$ cat config.mk
export PLATFORM = sky130hd
export DESIGN_NAME = floppy_controller_type1_sequencer
export DESIGN_NICKNAME = d
export VERILOG_FILES = /design/src/design/fcts_pkg.sv /design/src/design/fcts_core.sv /design/src/design/fcts_outq.sv /design/src/design/floppy_controller_type1_sequencer.sv
export SDC_FILE = /design/constraint.sdc
export NUM_CORES = 1
export LEC_CHECK = 0
export BUFFER_PORTS_ARGS = -buffer_cell sky130_fd_sc_hd__buf_2
export CORE_MARGIN = 2
export CORE_UTILIZATION = 63
export CTS_BUF_LIST = sky130_fd_sc_hd__clkbuf_8
export CTS_CLUSTER_SIZE = 14
export DETAILED_ROUTE_END_ITERATION = 10
export PLACE_DENSITY = 0.83
export SYNTH_ARGS = -nofsm -noshare
export SYNTH_HDL_FRONTEND = slang
export SYNTH_HIERARCHICAL = 1
export SYNTH_SLANG_ARGS = --single-unit
$ cat constraint.sdc
create_clock -name clk -period 3.35 [get_ports clk]
set_input_delay 0.335 -clock clk [delete_from_list [all_inputs] [get_ports clk]]
set_output_delay 0.335 -clock clk [all_outputs]
set_load 0.01 [all_outputs]
$ cat src/design/fcts_pkg.sv
// Shared types and constants for the floppy controller Type 1 sequencer.
`default_nettype none
package fcts_pkg;

  localparam logic [2:0] SPINUP_PULSES = 3'd6;
  localparam logic [2:0] INDEX_MAX = 3'd7;

  // Bus item codes.
  localparam logic [1:0] FUNC_WRITE = 2'd0;
  localparam logic [1:0] FUNC_READ  = 2'd1;
  localparam logic [1:0] FUNC_TICK  = 2'd2;
  localparam logic [1:0] FUNC_INDEX = 2'd3;

  // Register select codes.
  localparam logic [1:0] ADDR_CMD    = 2'd0;
  localparam logic [1:0] ADDR_TRACK  = 2'd1;
  localparam logic [1:0] ADDR_SECTOR = 2'd2;
  localparam logic [1:0] ADDR_DATA   = 2'd3;

  // Status register bits.
  localparam logic [7:0] ST_BUSY  = 8'h01;
  localparam logic [7:0] ST_DRQ   = 8'h02;
  localparam logic [7:0] ST_CRC   = 8'h08;
  localparam logic [7:0] ST_MOTOR = 8'h80;

  // Command opcodes of interest (upper nibble).
  localparam logic [3:0] OP_RESTORE = 4'd0;
  localparam logic [3:0] OP_STEP_IN_A  = 4'd4;
  localparam logic [3:0] OP_STEP_IN_B  = 4'd5;
  localparam logic [3:0] OP_STEP_OUT_A = 4'd6;
  localparam logic [3:0] OP_STEP_OUT_B = 4'd7;

  localparam logic [7:0] RESTORE_TRACK = 8'hff;

  typedef enum logic [3:0] {
    SEQ_WAITING     = 4'd0,
    SEQ_BEGIN       = 4'd1,
    SEQ_SPIN        = 4'd2,
    SEQ_POST_SPIN   = 4'd3,
    SEQ_TEST_TRACK  = 4'd4,
    SEQ_TEST_DIR    = 4'd5,
    SEQ_TEST_HEAD   = 4'd6,
    SEQ_STEP_DELAY  = 4'd7,
    SEQ_TEST_VERIFY = 4'd8
  } seq_state_t;

  typedef struct packed {
    logic [7:0] read_data;
    logic       irq;
    logic       step_pulse;
    logic       step_inward;
  } result_t;

endpackage
`default_nettype wire

$ cat src/design/fcts_core.sv
// Register file and Type 1 sequencer state; settles one item per cycle while item_en is high.
`default_nettype none
module fcts_core (
  input  wire logic              clk,
  input  wire logic              rst_n,
  input  wire logic              item_en,
  input  wire logic [1:0]        func,
  input  wire logic [1:0]        address,
  input  wire logic [7:0]        write_data,
  input  wire logic              track_zero,
  output fcts_pkg::result_t      result
);

  fcts_pkg::seq_state_t seq_state_r, seq_state_nxt;
  fcts_pkg::seq_state_t resume_state_r, resume_state_nxt;
  logic [7:0] command_r, command_nxt;
  logic [7:0] track_r, track_nxt;
  logic [7:0] sector_r, sector_nxt;
  logic [7:0] data_r, data_nxt;
  logic [7:0] status_r, status_nxt;
  logic       pending_r, pending_nxt;
  logic       dir_in_r, dir_in_nxt;
  logic [7:0] target_r, target_nxt;
  logic [2:0] delay_r, delay_nxt;
  logic [2:0] index_r, index_nxt;
  logic       irq_r, irq_nxt;

  logic [3:0] op;
  logic [2:0] index_inc;

  assign op = command_r[7:4];
  assign index_inc = (index_r < fcts_pkg::INDEX_MAX) ? index_r + 3'd1 : index_r;

  always_comb begin
    seq_state_nxt    = seq_state_r;
    resume_state_nxt = resume_state_r;
    command_nxt      = command_r;
    track_nxt        = track_r;
    sector_nxt       = sector_r;
    data_nxt         = data_r;
    status_nxt       = status_r;
    pending_nxt      = pending_r;
    dir_in_nxt       = dir_in_r;
    target_nxt       = target_r;
    delay_nxt        = delay_r;
    index_nxt        = index_r;
    irq_nxt          = irq_r;
    result           = '0;

    case (func)
      fcts_pkg::FUNC_WRITE: begin
        case (address)
          fcts_pkg::ADDR_CMD: begin
            command_nxt = write_data;
            pending_nxt = 1'b1;
          end
          fcts_pkg::ADDR_TRACK:  track_nxt  = write_data;
          fcts_pkg::ADDR_SECTOR: sector_nxt = write_data;
          default:               data_nxt   = write_data;
        endcase
      end
      fcts_pkg::FUNC_READ: begin
        case (address)
          fcts_pkg::ADDR_CMD: begin
            result.read_data = status_r;
            irq_nxt = 1'b0;
          end
          fcts_pkg::ADDR_TRACK:  result.read_data = track_r;
          fcts_pkg::ADDR_SECTOR: result.read_data = sector_r;
          default:               result.read_data = data_r;
        endcase
      end
      fcts_pkg::FUNC_TICK: begin
        case (seq_state_r)
          fcts_pkg::SEQ_WAITING: begin
            if (pending_r) begin
              pending_nxt = 1'b0;
              if (!command_r[7]) seq_state_nxt = fcts_pkg::SEQ_BEGIN;
            end
          end
          fcts_pkg::SEQ_SPIN: status_nxt = status_r | fcts_pkg::ST_MOTOR;
          fcts_pkg::SEQ_BEGIN: begin
            status_nxt = (status_r | fcts_pkg::ST_BUSY) &
                         ~(fcts_pkg::ST_DRQ | fcts_pkg::ST_CRC);
            irq_nxt = 1'b0;
            seq_state_nxt = fcts_pkg::SEQ_POST_SPIN;
            if (!command_r[3] && (status_r & fcts_pkg::ST_MOTOR) == 8'h00) begin
              resume_state_nxt = fcts_pkg::SEQ_POST_SPIN;
              index_nxt = 3'd0;
              seq_state_nxt = fcts_pkg::SEQ_SPIN;
            end
          end
          fcts_pkg::SEQ_POST_SPIN: begin
            if (op == fcts_pkg::OP_RESTORE) begin
              track_nxt = fcts_pkg::RESTORE_TRACK;
              data_nxt = 8'h00;
            end else if (op == fcts_pkg::OP_STEP_IN_A || op == fcts_pkg::OP_STEP_IN_B) begin
              dir_in_nxt = 1'b1;
            end else if (op == fcts_pkg::OP_STEP_OUT_A ||
                         op == fcts_pkg::OP_STEP_OUT_B) begin
              dir_in_nxt = 1'b0;
            end
            // Restore and seek compare tracks; step commands go straight to stepping.
            if (op[3:1] == 3'd0) seq_state_nxt = fcts_pkg::SEQ_TEST_TRACK;
            else if (command_r[4]) seq_state_nxt = fcts_pkg::SEQ_TEST_DIR;
            else seq_state_nxt = fcts_pkg::SEQ_TEST_HEAD;
          end
          fcts_pkg::SEQ_TEST_TRACK: begin
            target_nxt = data_r;
            if (track_r == data_r) begin
              seq_state_nxt = fcts_pkg::SEQ_TEST_VERIFY;
            end else begin
              dir_in_nxt = (data_r > track_r);
              seq_state_nxt = fcts_pkg::SEQ_TEST_DIR;
            end
          end
          fcts_pkg::SEQ_TEST_DIR: begin
            track_nxt = dir_in_r ? track_r + 8'd1 : track_r - 8'd1;
            seq_state_nxt = fcts_pkg::SEQ_TEST_HEAD;
          end
          fcts_pkg::SEQ_TEST_HEAD: begin
            if (track_zero && !dir_in_r) begin
              track_nxt = 8'h00;
              seq_state_nxt = fcts_pkg::SEQ_TEST_VERIFY;
            end else begin
              result.step_pulse = 1'b1;
              result.step_inward = dir_in_r;
              delay_nxt = 3'd0;
              seq_state_nxt = fcts_pkg::SEQ_STEP_DELAY;
            end
          end
          fcts_pkg::SEQ_STEP_DELAY: begin
            if (delay_r == {1'b0, command_r[1:0]}) begin
              seq_state_nxt = (op[3:1] != 3'd0) ? fcts_pkg::SEQ_TEST_VERIFY
                                                : fcts_pkg::SEQ_TEST_TRACK;
            end
            delay_nxt = delay_r + 3'd1;
          end
          fcts_pkg::SEQ_TEST_VERIFY: begin
            irq_nxt = 1'b1;
            status_nxt = status_r & ~fcts_pkg::ST_BUSY;
            seq_state_nxt = fcts_pkg::SEQ_WAITING;
          end
          default: seq_state_nxt = fcts_pkg::SEQ_WAITING;
        endcase
      end
      default: begin
        index_nxt = index_inc;
        if (seq_state_r == fcts_pkg::SEQ_SPIN && index_inc == fcts_pkg::SPINUP_PULSES) begin
          seq_state_nxt = resume_state_r;
        end
      end
    endcase
    result.irq = irq_nxt;
  end

  always_ff @(posedge clk) begin
    if (!rst_n) begin
      seq_state_r    <= fcts_pkg::SEQ_WAITING;
      resume_state_r <= fcts_pkg::SEQ_WAITING;
      command_r      <= '0;
      track_r        <= '0;
      sector_r       <= '0;
      data_r         <= '0;
      status_r       <= '0;
      pending_r      <= 1'b0;
      dir_in_r       <= 1'b0;
      target_r       <= '0;
      delay_r        <= '0;
      index_r        <= '0;
      irq_r          <= 1'b0;
    end else if (item_en) begin
      seq_state_r    <= seq_state_nxt;
      resume_state_r <= resume_state_nxt;
      command_r      <= command_nxt;
      track_r        <= track_nxt;
      sector_r       <= sector_nxt;
      data_r         <= data_nxt;
      status_r       <= status_nxt;
      pending_r      <= pending_nxt;
      dir_in_r       <= dir_in_nxt;
      target_r       <= target_nxt;
      delay_r        <= delay_nxt;
      index_r        <= index_nxt;
      irq_r          <= irq_nxt;
    end
  end

endmodule
`default_nettype wire

$ cat src/design/fcts_outq.sv
// Two-entry result register with skid slot between the core and the output port.
`default_nettype none
module fcts_outq (
  input  wire logic              clk,
  input  wire logic              rst_n,
  input  wire logic              push,
  input  wire fcts_pkg::result_t push_data,
  output logic                   full,
  output logic                   out_valid,
  input  wire logic              out_stall,
  output fcts_pkg::result_t      out_data
);

  fcts_pkg::result_t head_r, head_nxt;
  fcts_pkg::result_t tail_r, tail_nxt;
  logic [1:0] count_r, count_nxt;
  logic       pop;

  assign out_valid = (count_r != 2'd0);
  assign full      = (count_r == 2'd2);
  assign out_data  = head_r;
  assign pop       = out_valid && !out_stall;

  always_comb begin
    head_nxt  = head_r;
    tail_nxt  = tail_r;
    count_nxt = count_r;
    case (count_r)
      2'd0: begin
        if (push) begin
          head_nxt  = push_data;
          count_nxt = 2'd1;
        end
      end
      2'd1: begin
        if (push && pop) begin
          head_nxt = push_data;
        end else if (push) begin
          tail_nxt  = push_data;
          count_nxt = 2'd2;
        end else if (pop) begin
          count_nxt = 2'd0;
        end
      end
      default: begin
        if (pop) begin
          head_nxt  = tail_r;
          count_nxt = 2'd1;
        end
      end
    endcase
  end

  always_ff @(posedge clk) begin
    if (!rst_n) begin
      count_r <= 2'd0;
    end else begin
      count_r <= count_nxt;
    end
  end

  always_ff @(posedge clk) begin
    head_r <= head_nxt;
    tail_r <= tail_nxt;
  end

endmodule
`default_nettype wire

$ cat src/design/floppy_controller_type1_sequencer.sv
// Top level of the floppy controller register file and Type 1 sequencer.
//
//   Channel  Direction  Ports
//   in       input      in_valid, in_stall, in_func, in_address, in_write_data, in_track_zero
//   out      output     out_valid, out_stall, out_read_data, out_irq, out_step_pulse,
//                       out_step_inward
//
// Every accepted input beat is settled in the cycle it is taken: the register file
// and sequencer state update at that edge and the result beat is registered.
// The result waits in the output buffer while out_stall is high; one beat per
// cycle is sustained otherwise, as the sequencer takes a single combinational step.
// A two-entry output buffer lets a new beat enter while a result still waits;
// in_stall rises only when both entries are held by a stalled output.
// Reset is synchronous and active low; it clears all core registers and the buffer count.
`default_nettype none
module floppy_controller_type1_sequencer (
  input  wire logic       clk,
  input  wire logic       rst_n,
  input  wire logic       in_valid,
  output logic            in_stall,
  input  wire logic [1:0] in_func,
  input  wire logic [1:0] in_address,
  input  wire logic [7:0] in_write_data,
  input  wire logic       in_track_zero,
  output logic            out_valid,
  input  wire logic       out_stall,
  output logic [7:0]      out_read_data,
  output logic            out_irq,
  output logic            out_step_pulse,
  output logic            out_step_inward
);

  logic              in_accept;
  logic              queue_full;
  fcts_pkg::result_t core_result;
  fcts_pkg::result_t out_result;

  // A beat is taken whenever the output buffer has a free entry.
  assign in_stall  = queue_full;
  assign in_accept = in_valid && !queue_full;

  fcts_core u_core (
    .clk        (clk),
    .rst_n      (rst_n),
    .item_en    (in_accept),
    .func       (in_func),
    .address    (in_address),
    .write_data (in_write_data),
    .track_zero (in_track_zero),
    .result     (core_result)
  );

  fcts_outq u_outq (
    .clk       (clk),
    .rst_n     (rst_n),
    .push      (in_accept),
    .push_data (core_result),
    .full      (queue_full),
    .out_valid (out_valid),
    .out_stall (out_stall),
    .out_data  (out_result)
  );

  assign out_read_data   = out_result.read_data;
  assign out_irq         = out_result.irq;
  assign out_step_pulse  = out_result.step_pulse;
  assign out_step_inward = out_result.step_inward;

`ifndef ASSERT_OFF
  // A full buffer always has a result to offer.
  a_full_has_valid: assert property (@(posedge clk) disable iff (!rst_n)
    in_stall |-> out_valid) else $error("input stalled with no pending result");

  // Each accepted beat leaves a result ready on the next cycle.
  a_accept_result: assert property (@(posedge clk) disable iff (!rst_n)
    (in_valid && !in_stall) |=> out_valid) else $error("accepted beat produced no result");

  // A step direction is reported only together with a step.
  a_dir_with_step: assert property (@(posedge clk) disable iff (!rst_n)
    (out_valid && out_step_inward) |-> out_step_pulse)
    else $error("step direction without step pulse");

  // Register reads are the only beats that return data.
  a_data_on_read: assert property (@(posedge clk) disable iff (!rst_n)
    (in_valid && !in_stall && in_func != fcts_pkg::FUNC_READ) |=>
      (out_read_data == 8'h00 || $past(out_valid && out_stall)))
    else $error("non-read beat returned data");
`endif

endmodule
`default_nettype wire

==> impl_table.tex <==
\begin{tabular}{lr}
\hline
Metric & Value \\
\hline
\multicolumn{2}{l}{\textbf{Worst setup path}} \\
\quad Reg2Reg Capture Point & u\_core/seq\_state\_r[3]\$\_SDFFE\_PN0P\_ \\
\quad Start point of the critical path & u\_outq/count\_r[1]\$\_SDFFE\_PN0P\_ \\
\quad Minimum setup slack among reg-to-reg paths & 0.66 ns \\
\quad Critical Path Start Type & flop \\
\quad Worst-path cell chain & nor2b\_1 -> nor2b\_4 -> or4b\_1 -> a211oi\_1 -> a32o\_2 -> nor2\_1 -> a41o\_1 \\
\quad Reg2reg path depth & 7 \\
\quad Crit-path slowest cell & dfxtp\_1 \\
\quad Critical R2R Launch & u\_outq/count\_r[1]\$\_SDFFE\_PN0P\_ \\
\quad Number of buffers and inverters on the critical path & 0 \\
\quad Critical Path Max Stage Delay & about 0.55 ns \\
\quad Crit path DAT & roughly 2.9 ns \\
\quad Class of the most critical setup path & reg -> reg \\
\quad Crit path max fanout & 18 \\
\quad Worst Path Required & around 3.6 ns \\
\quad Worst Setup End Kind & flop \\
\quad Crit path max-delay family & simple AND/OR/NAND/NOR gates \\
\multicolumn{2}{l}{\textbf{Route}} \\
\quad DRC viols & 6 \\
\quad Via-to-Cell Ratio & approximately 6.4 \\
\quad First-pass iteration count of the detailed router & 8 \\
\quad Wire per inst & 17.62 um \\
\quad Routed vias & 3477 \\
\quad Routed WL & 9532 um \\
\quad Final ANT Viol Nets & 0 \\
\quad DRT iter0 DRCs & 302 \\
\multicolumn{2}{l}{\textbf{Logic synthesis}} \\
\quad Top cells by area in the synthesized netlist & dfxtp\_1 23\%, edfxtp\_1 16\%, ha\_1 5.9\% \\
\quad Netlist Area Pre-Place & $\sim$0.0042 mm2 \\
\quad Syn Nets & 480 \\
\quad Number of enable flip-flop cells after synthesis & 22 \\
\quad Cell count after synthesis & 442 \\
\quad Synth Warn \# & 6 \\
\quad Number of library cell types mapped by synthesis & slightly above 70 \\
\quad Commonest register cell after synthesis & dfxtp\_1 \\
\quad Synth async-reset ratio & 0\% \\
\quad \#FFs+latches synth & slightly above 70 \\
\quad Share of the yosys chip area belonging to registers & 38.92\% \\
\quad Average size of a mapped cell & roughly 9.5 um2 \\
\quad Top-area cell type share of the netlist area & 23.26\% \\
\quad Cell taking the most area after synthesis & dfxtp\_1 \\
\multicolumn{2}{l}{\textbf{Global route}} \\
\quad Overflow left after global routing & 0 \\
\quad Pin count of the biggest net entering global routing & 57 \\
\quad Initial antenna violation count & 0 \\
\quad Number of global-route vias before repair & 3329 \\
\quad Aggregate global-route resource usage & 27.75\% \\
\quad First-pass GRT wire length & 15940 um \\
\multicolumn{2}{l}{\textbf{Floorplanning}} \\
\quad Width of the die & 85.82 um \\
\quad Core outline area & 0.006422 mm2 \\
\quad Die Area & 0.007365 mm2 \\
\quad Die extent in y & 85.82 um \\
\quad Number of rows in the core area & 29 \\
\quad Ports placed on the boundary & 30 \\
\quad Starting density of the core & 65.67\% \\
\multicolumn{2}{l}{\textbf{Place}} \\
\quad Buffers on Ports & 29 \\
\quad Estimated wirelength of the detail-placed design & 6942 um \\
\quad Placed Cells & between 500 and 600 \\
\quad Final RePlAce weighted congestion & 0.9365 \\
\multicolumn{2}{l}{\textbf{STA}} \\
\quad Time the worst path needs with I/O delays and setup & 2.686 ns \\
\quad Number of hold-slack violations in the final timing report & 0 \\
\quad Final cycle utilization of the critical path & 80.18\% \\
\quad Finish-stage setup viols & 0 \\
\quad Max Transition Viols Final & 0 \\
\quad Final Skew & 0.009201 ns \\
\quad Unrepaired setup endpoints after global routing & false \\
\quad Total negative slack for setup checks & 0 ns \\
\quad Tightest Pin Transition & 0.8362 ns \\
\quad Max Fclk & 372.3 MHz \\
\quad Rel. slew slack & 44.05\% \\
\multicolumn{2}{l}{\textbf{Hold path}} \\
\quad Worst min-delay path endpoint & u\_outq/count\_r[1]\$\_SDFFE\_PN0P\_ \\
\quad Cell depth of the worst min-delay path & 3 \\
\quad Startpoint of the worst hold path & out\_stall \\
\quad Min-Delay Path Class & in -> reg \\
\multicolumn{2}{l}{\textbf{Cells and area}} \\
\quad Area overhead of the layout relative to synthesis & 7.743\% \\
\quad Final non-filler cell total & 541 \\
\quad Multi-input gate area in the final layout & 0.002376 mm2 \\
\quad Combined flip-flop and latch cell area & 0.001642 mm2 \\
\quad Number of filler instances in the final layout & 480 \\
\quad Fraction of final layout cells sized beyond drive strength 1 & 16.59\% \\
\quad Net total in the final layout & 497 \\
\quad Count of inserted antenna diode cells & 0 \\
\multicolumn{2}{l}{\textbf{Power}} \\
\quad Cell leakage power & 1.662 nW \\
\quad Maximum vdd ir drop & 242.6 uV \\
\quad P per Cell Area & 389.3 mW/mm2 \\
\multicolumn{2}{l}{\textbf{Clocking}} \\
\quad Post-cts gate resize count & 0 \\
\quad Postcts setup bufs & 0 \\
\quad Count of H-tree levels built during CTS & 3 \\
\quad CTS tree & done \\
\quad Clk Tree Root Cell & clkbuf\_8 \\
\quad Reg clk slew, reported paths & 0.08 ns \\
\quad Clock sink count & 71 \\
\quad Number of buffers on the longest clock path & 2 \\
\quad Post-cts hold buffer count & 0 \\
\quad Clock insertion delay at the later pin of the skew report & 0.36 ns \\
\quad Number of clock buffers inserted by TritonCTS & 9 \\
\multicolumn{2}{l}{\textbf{Outcome}} \\
\quad Result of the run & finished with violations \\
\quad Failing checks & DRC \\
\multicolumn{2}{l}{\textbf{Job}} \\
\quad Max-cap violation count & 0 \\
\hline
\end{tabular}
## flip-flops by register name, summed over array words and instances, names as in the netlist, 2 cells and up
register / cells
u_core/index_r: 3
u_core/seq_state_r: 4
u_core/command_r: 7
u_core/data_r: 8
u_outq/out_data: 11
u_core/delay_r: 3
u_core/status_r: 2
u_outq/tail_r: 11
u_outq/count_r: 2
u_core/track_r: 8
u_core/sector_r: 8
## cells in the mapped netlist (5+ instances only)
cell type   n
xor2_1      5
a31oi_1     5
mux2_4      6
clkbuf_1   16
mux2i_1    10
o21ai_0    19
a21oi_1    17
o211ai_1    5
o31ai_1     6
ha_1       20
edfxtp_1   22
a211oi_1    7
mux2_2      8
nand3_1     9
a21boi_0   10
nor2b_1    32
inv_1      20
nand2b_1    8
a22oi_1    14
nor2_1     24
nand2_1    37
dfxtp_1    49
## cells by family (layout without fill, tap and decap cells)
kind of cell	Yosys count	in the layout	synth area share (%)
and+or+nand+nor	149	149	19.93
AOI/OAI and AO/OA	118	118	19.61
DFF	71	71	38.92
buffers and inverters	46	68	4.895
muxes	30	30	8.781
adders and majority gates	21	21	6.408
xor gates and xnor gates	7	7	1.454
## per-stage QoR
| stage | worst slack [ns] | instance area [um2] | utilization (%) | hold slack (ns) | power (W) |
|---|---|---|---|---|---|
| final | 0.6639 | 4544 | 70.76 | 0.2405 | 0.001769 |
| after global routing | 0.4500 | 4544 | 70.76 | 0.2534 | 0.001834 |
| after CTS | 0.6784 | 4544 | 70.76 | 0.2325 | 0.001774 |
| after detailed placement | 0.6810 | 4357 | 67.84 | 0.4595 | 0.001131 |
| after global placement | 0.8137 | 4357 | 67.84 | 0.4490 | 0.001125 |
| after floorplan | 0.9601 | 4218 | - | 0.4405 | 0.001073 |
## report_power, final
group | internal [W] | switching, W | leakage, nW | total, W
sequential | 0.000908 | 0.0000178 | 0.601 | 0.000925
combinational | 0.0000800 | 0.000109 | 0.970 | 0.000189
clock | 0.000285 | 0.000370 | 0.0903 | 0.000655
## layout make-up
type	instances	share of cell area, %
clock inverters	7	1.404
multi-input cells	325	52.29
well taps	77	2.120
flip-flops and latches	71	36.12
clock buffers	9	2.726
inverters	20	1.652
repair buffers	32	3.689
## cell usage in the layout (no fill, tap or decap), types with 4 or more instances in the layout
cell type   n
nor2_1     24
nor3b_1     4
o21ai_0    19
inv_1      20
mux2_4      6
edfxtp_1   22
nand2b_1    8
mux2i_1    10
xor2_1      5
clkbuf_8    9
mux2_1      4
mux2_2      8
buf_2      29
o31ai_1     6
a21o_1      4
a21oi_1    17
nand3_1     9
nand2_1    37
nor2b_1    32
a21boi_0   10
a31oi_1     5
and2_1      4
a211oi_1    7
a22oi_1    14
dfxtp_1    49
ha_1       20
nor4_1      4
o211ai_1    5
## how the worst max path moves through the flow
stage | end | slack [ns] | cells after the start
2_1_floorplan | u_core/seq_state_r[3]$_SDFFE_PN0P_ | 0.96 | 10
3_3_place_gp | u_core/seq_state_r[3]$_SDFFE_PN0P_ | 0.81 | 8
3_5_place_dp | u_core/seq_state_r[3]$_SDFFE_PN0P_ | 0.68 | 8
4_1_cts | u_core/seq_state_r[3]$_SDFFE_PN0P_ | 0.68 | 7
5_1_grt | u_core/seq_state_r[3]$_SDFFE_PN0P_ | 0.45 | 7
6_report | u_core/seq_state_r[3]$_SDFFE_PN0P_ | 0.66 | 7
## routing by layer
metal | track usage (%) | vias to the layer above | share of wire, %
li1 | - | 1655 | -
met1 | 36.49 | 1640 | 44
met2 | 44.74 | 158 | 47
met3 | 4.524 | 24 | 6.8
met4 | 13.28 | 0 | 2.8
met5 | 0 | - | 0
## worst register-to-register path: stages, from the launching register on
cell	delay, ns
dfxtp_1	0.55
nor2b_1	0.29
nor2b_4	0.32
or4b_1	0.55
a211oi_1	0.29
a32o_2	0.31
nor2_1	0.07
a41o_1	0.20
(Power assumes the default switching activity.)
